$ cat config.mk
export PLATFORM = sky130hd
export DESIGN_NAME = can_line_reassembler_flat
export DESIGN_NICKNAME = d
export VERILOG_FILES = /design/src/rtl/core/clr_pkg.sv /design/src/rtl/core/clr_if.sv /design/src/rtl/core/clr_line_ram.sv /design/src/rtl/core/can_line_reassembler.sv /design/src/flat_wrapper.sv
export SDC_FILE = /design/constraint.sdc
export NUM_CORES = 1
export LEC_CHECK = 0
export ABC_AREA = 1
export BUFFER_PORTS_ARGS = -buffer_cell sky130_fd_sc_hd__buf_2
export CAP_MARGIN = 10
export CORE_UTILIZATION = 32
export CTS_CLUSTER_SIZE = 16
export DETAILED_ROUTE_END_ITERATION = 12
export MAX_ROUTING_LAYER = met4
export PLACE_DENSITY = 0.44
export SLEW_MARGIN = 20
export SYNTH_ARGS = -nofsm -noshare
export SYNTH_HDL_FRONTEND = slang
export SYNTH_SLANG_ARGS = --single-unit
$ cat constraint.sdc
create_clock -name i_clk -period 10.28 [get_ports i_clk]
set_clock_uncertainty 0.1 [all_clocks]
set_input_delay 0 -clock i_clk [delete_from_list [all_inputs] [get_ports i_clk]]
set_output_delay 0 -clock i_clk [all_outputs]
set_load 0.005 [all_outputs]
$ cat src/rtl/core/clr_pkg.sv
// ----------------------------------------------------------------------------
// clr_pkg
// Shared constants and types of the CAN line reassembler.
// ----------------------------------------------------------------------------
`default_nettype none

package clr_pkg;

    localparam int LINE_BYTES  = 64;
    localparam int SEQ_BITS    = 7;
    localparam int ADDR_W      = $clog2(LINE_BYTES);

    localparam int ID_W        = 11;
    localparam int LEN_W       = 4;
    localparam int BYTE_W      = 8;
    localparam int EXP_W       = 8;
    localparam int OUT_LEN_W   = 6;
    localparam int PAYLOAD_MAX = 7;
    localparam int PAY_W       = 3;
    localparam int MAX_LEN     = 8;
    localparam int LAST_BIT    = 7;

    localparam logic [ID_W-1:0] RX_ID_RESET = 11'd256;

    typedef enum logic [1:0] {
        ST_IDLE,
        ST_WRITE,
        ST_EMIT
    } t_state;

endpackage

`default_nettype wire

$ cat src/rtl/core/clr_if.sv
// ----------------------------------------------------------------------------
// clr_frame_if / clr_line_if
// Valid/ready channels for received frames and emitted line bytes.
// ----------------------------------------------------------------------------
`default_nettype none

interface clr_frame_if;
    import clr_pkg::*;

    logic              valid;
    logic              ready;
    logic [ID_W-1:0]   frame_ident;
    logic [LEN_W-1:0]  frame_length;
    logic [BYTE_W-1:0] data_b0;
    logic [BYTE_W-1:0] data_b1;
    logic [BYTE_W-1:0] data_b2;
    logic [BYTE_W-1:0] data_b3;
    logic [BYTE_W-1:0] data_b4;
    logic [BYTE_W-1:0] data_b5;
    logic [BYTE_W-1:0] data_b6;
    logic [BYTE_W-1:0] data_b7;

    modport source (
        output valid, frame_ident, frame_length,
        output data_b0, data_b1, data_b2, data_b3, data_b4, data_b5, data_b6, data_b7,
        input  ready
    );

    modport sink (
        input  valid, frame_ident, frame_length,
        input  data_b0, data_b1, data_b2, data_b3, data_b4, data_b5, data_b6, data_b7,
        output ready
    );
endinterface

interface clr_line_if;
    import clr_pkg::*;

    logic                 valid;
    logic                 ready;
    logic [BYTE_W-1:0]    line_byte;
    logic                 line_end;
    logic [OUT_LEN_W-1:0] line_length;

    modport source (
        output valid, line_byte, line_end, line_length,
        input  ready
    );

    modport sink (
        input  valid, line_byte, line_end, line_length,
        output ready
    );
endinterface

`default_nettype wire

$ cat src/rtl/core/clr_line_ram.sv
// ----------------------------------------------------------------------------
// clr_line_ram
// Simple dual-port line store, one write and one registered read port.
// ----------------------------------------------------------------------------
`default_nettype none

module clr_line_ram #(
    parameter int DEPTH = 64,
    parameter int WIDTH = 8
) (
    input  wire logic                     i_clk,
    input  wire logic                     i_we,
    input  wire logic [$clog2(DEPTH)-1:0] i_waddr,
    input  wire logic [WIDTH-1:0]         i_wdata,
    input  wire logic                     i_re,
    input  wire logic [$clog2(DEPTH)-1:0] i_raddr,
    output logic      [WIDTH-1:0]         o_rdata
);

    logic [WIDTH-1:0] r_mem [DEPTH];
    logic [WIDTH-1:0] r_rdata;

    always_ff @(posedge i_clk) begin
        if (i_we) begin
            r_mem[i_waddr] <= i_wdata;
        end
    end

    // hold read data between reads
    always_ff @(posedge i_clk) begin
        if (i_re) begin
            r_rdata <= r_mem[i_raddr];
        end
    end

    assign o_rdata = r_rdata;

endmodule

`default_nettype wire

$ cat src/rtl/core/can_line_reassembler.sv
// ----------------------------------------------------------------------------
// can_line_reassembler
// Appends the payload of matching CAN frames to a line store and emits the
// completed line byte by byte on the last frame of a group.
// The frame decision is made in the accept cycle; the payload bytes are then
// written to the store one after another in the write state.
// A last frame with a non-empty line also holds the input until every byte
// of the line has been read from the store, at most one read per cycle and
// slower while the output stalls.
// A completed line leaves at one byte per cycle while the output is ready,
// via the store read and output registers; the read port sets this rate.
// Reset: synchronous, clears fill count, expected sequence, control state and
// loads the identifier register with 0x100; the store itself is not cleared.
// ----------------------------------------------------------------------------
`default_nettype none

module can_line_reassembler (
    input  wire logic                      i_clk,
    input  wire logic                      i_rst_n,
    input  wire logic                      i_cfg_we,
    input  wire logic [clr_pkg::ID_W-1:0]  i_cfg_wdata,
    clr_frame_if.sink                      i_frame,
    clr_line_if.source                     o_line
);
    import clr_pkg::*;

    t_state               r_state, n_state;
    logic [ID_W-1:0]      r_rx_id;
    logic [ADDR_W-1:0]    r_fill, n_fill;
    logic [EXP_W-1:0]     r_exp, n_exp;
    logic [ADDR_W-1:0]    r_wr_addr, n_wr_addr;
    logic [PAY_W-1:0]     r_wr_left, n_wr_left;
    logic                 r_emit, n_emit;
    logic [ADDR_W-1:0]    r_emit_len, n_emit_len;
    logic [ADDR_W-1:0]    r_rd_ptr, n_rd_ptr;
    logic [BYTE_W-1:0]    r_bytes [PAYLOAD_MAX];

    logic                 r_q_valid;
    logic                 r_q_end;
    logic [ADDR_W-1:0]    r_q_len;
    logic                 r_out_valid;
    logic [BYTE_W-1:0]    r_out_byte;
    logic                 r_out_end;
    logic [ADDR_W-1:0]    r_out_len;

    logic                 accept;
    logic                 hit;
    logic [LEN_W-1:0]     len_sat;
    logic [PAY_W-1:0]     payload;
    logic [SEQ_BITS-1:0]  seq;
    logic                 last;
    logic [ADDR_W-1:0]    base_fill;
    logic [EXP_W-1:0]     base_exp;
    logic [ADDR_W:0]      sum_fill;
    logic                 ram_we;
    logic                 ram_re;
    logic [BYTE_W-1:0]    ram_rdata;
    logic                 load_out;
    logic                 rd_last;

    assign accept  = i_frame.valid && i_frame.ready;
    assign hit     = (i_frame.frame_ident == r_rx_id) && (i_frame.frame_length != '0);
    assign len_sat = (i_frame.frame_length > LEN_W'(MAX_LEN)) ? LEN_W'(MAX_LEN)
                                                              : i_frame.frame_length;
    assign payload   = PAY_W'(len_sat - LEN_W'(1));
    assign seq       = i_frame.data_b0[SEQ_BITS-1:0];
    assign last      = i_frame.data_b0[LAST_BIT];
    assign base_fill = (seq == '0) ? '0 : r_fill;
    assign base_exp  = (seq == '0) ? '0 : r_exp;
    assign sum_fill  = {1'b0, base_fill} + (ADDR_W+1)'(payload);

    assign load_out = r_q_valid && (!r_out_valid || o_line.ready);
    assign rd_last  = (r_rd_ptr == r_emit_len - ADDR_W'(1));

    always_comb begin
        n_state    = r_state;
        n_fill     = r_fill;
        n_exp      = r_exp;
        n_wr_addr  = r_wr_addr;
        n_wr_left  = r_wr_left;
        n_emit     = r_emit;
        n_emit_len = r_emit_len;
        n_rd_ptr   = r_rd_ptr;
        ram_we     = 1'b0;
        ram_re     = 1'b0;
        i_frame.ready = 1'b0;
        case (r_state)
            ST_IDLE: begin
                i_frame.ready = 1'b1;
                if (i_frame.valid && hit) begin
                    if (EXP_W'(seq) != base_exp) begin
                        n_fill = '0;
                        n_exp  = '0;
                    end else if (sum_fill >= (ADDR_W+1)'(LINE_BYTES)) begin
                        n_fill = '0;
                        n_exp  = '0;
                    end else begin
                        n_wr_addr  = base_fill;
                        n_wr_left  = payload;
                        n_emit     = last && (sum_fill[ADDR_W-1:0] != '0);
                        n_emit_len = sum_fill[ADDR_W-1:0];
                        n_rd_ptr   = '0;
                        if (last) begin
                            n_fill = '0;
                            n_exp  = '0;
                        end else begin
                            n_fill = sum_fill[ADDR_W-1:0];
                            n_exp  = base_exp + EXP_W'(1);
                        end
                        if (payload != '0) begin
                            n_state = ST_WRITE;
                        end else if (last && (sum_fill[ADDR_W-1:0] != '0)) begin
                            n_state = ST_EMIT;
                        end
                    end
                end
            end
            ST_WRITE: begin
                ram_we    = 1'b1;
                n_wr_addr = r_wr_addr + ADDR_W'(1);
                n_wr_left = r_wr_left - PAY_W'(1);
                if (r_wr_left == PAY_W'(1)) begin
                    n_state = r_emit ? ST_EMIT : ST_IDLE;
                end
            end
            ST_EMIT: begin
                ram_re = !r_q_valid || load_out;
                if (ram_re) begin
                    n_rd_ptr = r_rd_ptr + ADDR_W'(1);
                    if (rd_last) begin
                        n_state = ST_IDLE;
                    end
                end
            end
            default: begin
                n_state = ST_IDLE;
            end
        endcase
    end

    always_ff @(posedge i_clk) begin
        if (!i_rst_n) begin
            r_state     <= ST_IDLE;
            r_rx_id     <= RX_ID_RESET;
            r_fill      <= '0;
            r_exp       <= '0;
            r_wr_left   <= '0;
            r_emit      <= 1'b0;
            r_emit_len  <= '0;
            r_rd_ptr    <= '0;
            r_q_valid   <= 1'b0;
            r_out_valid <= 1'b0;
        end else begin
            r_state    <= n_state;
            r_fill     <= n_fill;
            r_exp      <= n_exp;
            r_wr_left  <= n_wr_left;
            r_emit     <= n_emit;
            r_emit_len <= n_emit_len;
            r_rd_ptr   <= n_rd_ptr;
            if (i_cfg_we) begin
                r_rx_id <= i_cfg_wdata;
            end
            if (ram_re) begin
                r_q_valid <= 1'b1;
            end else if (load_out) begin
                r_q_valid <= 1'b0;
            end
            if (load_out) begin
                r_out_valid <= 1'b1;
            end else if (o_line.ready) begin
                r_out_valid <= 1'b0;
            end
        end
    end

    // payload shift line and output stages
    always_ff @(posedge i_clk) begin
        r_wr_addr <= n_wr_addr;
        if (accept) begin
            r_bytes[0] <= i_frame.data_b1;
            r_bytes[1] <= i_frame.data_b2;
            r_bytes[2] <= i_frame.data_b3;
            r_bytes[3] <= i_frame.data_b4;
            r_bytes[4] <= i_frame.data_b5;
            r_bytes[5] <= i_frame.data_b6;
            r_bytes[6] <= i_frame.data_b7;
        end else if (ram_we) begin
            for (int k = 0; k < PAYLOAD_MAX - 1; k++) begin
                r_bytes[k] <= r_bytes[k+1];
            end
        end
        if (ram_re) begin
            r_q_end <= rd_last;
            r_q_len <= r_emit_len;
        end
        if (load_out) begin
            r_out_byte <= ram_rdata;
            r_out_end  <= r_q_end;
            r_out_len  <= r_q_len;
        end
    end

    clr_line_ram #(
        .DEPTH (LINE_BYTES),
        .WIDTH (BYTE_W)
    ) u_line_ram (
        .i_clk   (i_clk),
        .i_we    (ram_we),
        .i_waddr (r_wr_addr),
        .i_wdata (r_bytes[0]),
        .i_re    (ram_re),
        .i_raddr (r_rd_ptr),
        .o_rdata (ram_rdata)
    );

    assign o_line.valid       = r_out_valid;
    assign o_line.line_byte   = r_out_byte;
    assign o_line.line_end    = r_out_end;
    assign o_line.line_length = OUT_LEN_W'(r_out_len);

    a_no_rw_overlap: assert property (@(posedge i_clk) disable iff (!i_rst_n)
        !(ram_we && ram_re))
        else $error("line store written and read in one cycle");

    a_rd_in_range: assert property (@(posedge i_clk) disable iff (!i_rst_n)
        (r_state == ST_EMIT) |-> (r_rd_ptr < r_emit_len))
        else $error("read pointer beyond line length");

    a_q_held: assert property (@(posedge i_clk) disable iff (!i_rst_n)
        (r_q_valid && !load_out) |=> r_q_valid)
        else $error("read data dropped before transfer to output");

    a_emit_nonempty: assert property (@(posedge i_clk) disable iff (!i_rst_n)
        ($rose(r_state == ST_EMIT)) |-> (r_emit_len != '0))
        else $error("empty line emitted");

endmodule

`default_nettype wire

$ cat src/flat_wrapper.sv
// flat-port wrapper written by rule: the top's interface ports become plain ports
module can_line_reassembler_flat import clr_pkg::*;
  (i_clk, i_rst_n, i_cfg_we, i_cfg_wdata, i_frame_valid, i_frame_frame_ident, i_frame_frame_length, i_frame_data_b0, i_frame_data_b1, i_frame_data_b2, i_frame_data_b3, i_frame_data_b4, i_frame_data_b5, i_frame_data_b6, i_frame_data_b7, i_frame_ready, o_line_valid, o_line_line_byte, o_line_line_end, o_line_line_length, o_line_ready);
  clr_frame_if i_frame_i ();
  clr_line_if o_line_i ();
  input  wire logic i_clk;
  input  wire logic i_rst_n;
  input  wire logic i_cfg_we;
  input  wire logic [clr_pkg::ID_W-1:0] i_cfg_wdata;
  input wire logic [$bits(i_frame_i.valid)-1:0] i_frame_valid;
  input wire logic [$bits(i_frame_i.frame_ident)-1:0] i_frame_frame_ident;
  input wire logic [$bits(i_frame_i.frame_length)-1:0] i_frame_frame_length;
  input wire logic [$bits(i_frame_i.data_b0)-1:0] i_frame_data_b0;
  input wire logic [$bits(i_frame_i.data_b1)-1:0] i_frame_data_b1;
  input wire logic [$bits(i_frame_i.data_b2)-1:0] i_frame_data_b2;
  input wire logic [$bits(i_frame_i.data_b3)-1:0] i_frame_data_b3;
  input wire logic [$bits(i_frame_i.data_b4)-1:0] i_frame_data_b4;
  input wire logic [$bits(i_frame_i.data_b5)-1:0] i_frame_data_b5;
  input wire logic [$bits(i_frame_i.data_b6)-1:0] i_frame_data_b6;
  input wire logic [$bits(i_frame_i.data_b7)-1:0] i_frame_data_b7;
  output wire logic [$bits(i_frame_i.ready)-1:0] i_frame_ready;
  output wire logic [$bits(o_line_i.valid)-1:0] o_line_valid;
  output wire logic [$bits(o_line_i.line_byte)-1:0] o_line_line_byte;
  output wire logic [$bits(o_line_i.line_end)-1:0] o_line_line_end;
  output wire logic [$bits(o_line_i.line_length)-1:0] o_line_line_length;
  input wire logic [$bits(o_line_i.ready)-1:0] o_line_ready;
  assign i_frame_i.valid = i_frame_valid;
  assign i_frame_i.frame_ident = i_frame_frame_ident;
  assign i_frame_i.frame_length = i_frame_frame_length;
  assign i_frame_i.data_b0 = i_frame_data_b0;
  assign i_frame_i.data_b1 = i_frame_data_b1;
  assign i_frame_i.data_b2 = i_frame_data_b2;
  assign i_frame_i.data_b3 = i_frame_data_b3;
  assign i_frame_i.data_b4 = i_frame_data_b4;
  assign i_frame_i.data_b5 = i_frame_data_b5;
  assign i_frame_i.data_b6 = i_frame_data_b6;
  assign i_frame_i.data_b7 = i_frame_data_b7;
  assign i_frame_ready = i_frame_i.ready;
  assign o_line_valid = o_line_i.valid;
  assign o_line_line_byte = o_line_i.line_byte;
  assign o_line_line_end = o_line_i.line_end;
  assign o_line_line_length = o_line_i.line_length;
  assign o_line_i.ready = o_line_ready;
  can_line_reassembler u_core (.i_clk(i_clk), .i_rst_n(i_rst_n), .i_cfg_we(i_cfg_we), .i_cfg_wdata(i_cfg_wdata), .i_frame(i_frame_i), .o_line(o_line_i));
endmodule
==> results.md <==
* Rel. slew slack at 30.4%
* Vias in the first global route at ~18k
* Skew-Pair Late Insertion Delay at 0.62 ns
* Placer congestion estimate at 0.802
* DP Area at between 0.02 and 0.03 mm²
* Post-CTS sizing at 0
* Setup_tns at 0 ns
* DRT iter0 DRCs at 1352
* Post-Syn Nets at 2374
* Clock share of power at a little under half
* NetSw at 1.17 mW
* Starting Density at between 30% and 40%
* Top-area cell type share of the netlist area at 67.9%
* Final core occ at between 30% and 40%
* First-pass GRT wire length at 114 mm
* Ys async rst share at 0%
* Crit share post-route at slightly above 40%
* Initial antenna violation count at 1
* Post-Route WL at 75.9 mm
* CTS Sinks at 649
* Worst R2R Start: u_core.r_rd_ptr[0]
* Detail Route Antenna Nets at 0
* Synth area leaders: edfxtp_1 (68%), nor2_1 (5.4%), o21ai_0 (5.0%), nand2_1 (4.7%), dfxtp_1 (3.4%)
* Nets at 2582
* Int Pwr at around 4.5 mW
* Fill cells at 7880
* Worst-path clk slew at 0.06 ns
* Synth-to-Final Area Change at 19.6%
* Unrepaired setup endpoints after global routing: false
* Yosys top cell by area: edfxtp_1
* DR vias/cell at 5.06
* Pwr/cell area at 177 mW/mm²
* Clk Tree Root Cell: clkbuf_16
* CP endpoint kind: flop
* I/O Pins at 112
* WP data required at 10.69 ns
* CP startpoint: i_frame_data_b0[3]
* Die X at 291 µm
* Hpwl dp at roughly 44 mm
* Mapped Area at 0.0267 mm²
* Logic gate share of total power at 2.6%
* H-tree Lvls at 3
* Cells on worst reg2reg path at 8
* Status: finished, final reports clean
* Finished Cell Area at 0.0319 mm²
* CP endpoint: u_core.r_fill[0]
* Final cell count without fillers at 3607
* Min-delay worst type: in2reg
* Syn_area_per_cell at 11.8 µm²
* Worst Path Class, Setup: in2reg
* Post-synthesis cell type count at 43
* IO Port Bufs at 111
* Detailed Routing Iterations Pass 1 at 5
* Critical path launch point type: input pin
* CTS tree: done
* FF+latch count, synth at 649
* Die Height at around 290 µm
* All-Layer GR Usage at 18.2%
* Setup violations, final at 0
* Post-synth top flop: edfxtp_1
* Detailed-route DRC error count at 0
* Max cap viols at 0
* Die area at roughly 0.085 mm²
* Max-slew violations at 0
* R2r setup slk at around 6.4 ns
* FP Rows at 105
* Max clock buf depth at 3
* Synth warnings at 0
* Count leader, synth: edfxtp_1
* Layout cell share with drive strength beyond 1 at between 10% and 20%
* Worst VDD drop at 0.117 mV
* Post-synthesis sequential area ratio at 71.3%
* Cells after DPL at about 3.4k
* Minimum clock period after layout at 4.21 ns
* Routed wire per std cell at between 20 and 25 µm
* Number of synthesized flops with an enable pin at 604
* Leakage power at between 10 and 15 nW
* Setup bufs post-CTS at 0
* Worst Path Max Fanout at 13
* Most frequent cells after synthesis: edfxtp_1 (604), nor2_1 (383), nand2_1 (331)
* Fmax at roughly 240 MHz
* Switching Share at 20.8%
* Grt ovf at 0
* Sequential Power Share at around half
* Largest net degree at the start of global routing at about 220
* Worst R2R End: u_core.u_line_ram.o_rdata[4]
* TritonCTS Buffers at 73
* Via count at 18.2k
* Synthesized instance count at 2267
* Final hold viol count at 0
* Total core area at 0.0824 mm²
* Worst Path Arrival at 4.62 ns
* Worst slew pin tran at ~1.0 ns
==> state kept, by name, summed over array words and instances (netlist names), 2 cells and up <==
name / cells
u_core.r_fill: 6
u_core.o_line.line_length: 6
u_core.r_bytes: 56
u_core.u_line_ram.o_rdata: 8
u_core.r_wr_addr: 6
u_core.r_exp: 8
u_core.r_wr_left: 3
u_core.r_state: 2
u_core.u_line_ram.r_mem: 512
u_core.r_rx_id: 11
u_core.r_emit_len: 6
u_core.o_line.line_byte: 8
u_core.r_rd_ptr: 6
u_core.r_q_len: 6
==> worst max-delay path: stages <==
cell,delay (ns)
dlygate4sd3_1,0.53
buf_2,0.15
nor2_1,0.12
nand2_2,0.09
nor2_4,0.34
dlygate4sd3_1,0.70
nor2_1,0.08
ha_1,0.35
a21oi_1,0.24
inv_1,0.09
nand4_1,0.21
nand3_2,0.15
dlygate4sd3_1,0.59
nor3_2,0.22
nand2_1,0.08
dlygate4sd3_1,0.56
a21oi_1,0.12
==> layout make-up <==
cell class | instances | area [µm²] | share of cell area [%]
Sequential cell | 649 | 19000 | 59.7
Clock buffer | 87 | 1950 | 6.11
Timing Repair Buffer | 260 | 1980 | 6.19
Clock inverter | 48 | 428 | 1.34
Antenna cell | 2 | 5.00 | 0.0157
Tap cell | 1070 | 1340 | 4.19
Inverter | 92 | 352 | 1.10
Multi-Input combinational cell | 1399 | 6830 | 21.4
==> repair_timing <==
action                                  4_1_cts  5_1_grt
endpoints found under the setup margin        0        0
endpoints found under the hold margin        99        0
hold buffers                                116        0
==> cells in the final DEF, fill, tap and decap left out, drive strengths merged, types with 48 or more instances in the layout <==
| master | instances |
|---|---|
| a21oi | 56 |
| buf | 144 |
| clkbuf | 87 |
| dlygate4sd3 | 116 |
| edfxtp | 604 |
| inv | 89 |
| nand2 | 337 |
| nand3 | 85 |
| nor2 | 393 |
| o21ai | 284 |
| o221ai | 48 |
| o22ai | 82 |
==> power groups by stage <==
stage	clock (mW)	combinational, mW	sequential, mW
floorplan	0	0.0372	2.98
global placement	0	0.112	2.96
detailed placement	0	0.113	2.96
CTS	2.65	0.146	2.90
global route	2.75	0.160	2.90
finish	2.60	0.145	2.90
==> cells by family after synthesis <==
family / Yosys count / synth area share (%)
buf+inv: 219 / 3.23
fa+ha+maj: 12 / 0.590
compound gates: 489 / 10.4
simple gates: 876 / 13.7
xor+xnor: 22 / 0.722
flops: 649 / 71.3
==> per-layer routing <==
layer  wire length [µm]  part of all wire (%)  track usage (%)
met5                  0                     0                -
met4               2110                   2.8             6.13
met3               3780                   5.0             3.00
met2              36000                    47             29.0
met1              34000                    45             23.7
==> worst min path at each step <==
stage                                  start               endpoint  depth (start not counted)
final                     i_frame_data_b0[6]    u_core.r_wr_addr[4]                          7
after global routing      i_frame_data_b0[6]    u_core.r_wr_addr[4]                          7
after CTS                 i_frame_data_b0[5]    u_core.r_wr_addr[4]                          7
after detailed placement  i_frame_data_b7[3]  u_core.r_bytes[0][51]                          1
after global placement    i_frame_data_b7[0]  u_core.r_bytes[0][48]                          1
after floorplan           i_frame_data_b7[0]  u_core.r_bytes[0][48]                          0
==> per-stage QoR <==
step	power [mW]	setup slack (ns)	hold slack, ns
floorplan	3.01	6.93	-0.00113
global placement	3.07	6.43	0.0787
detailed placement	3.07	6.43	0.0787
CTS	5.71	6.11	0.00165
global route	5.82	5.86	0.0967
finish	5.65	6.07	0.0361
Power figures use the tool's default switching activity.
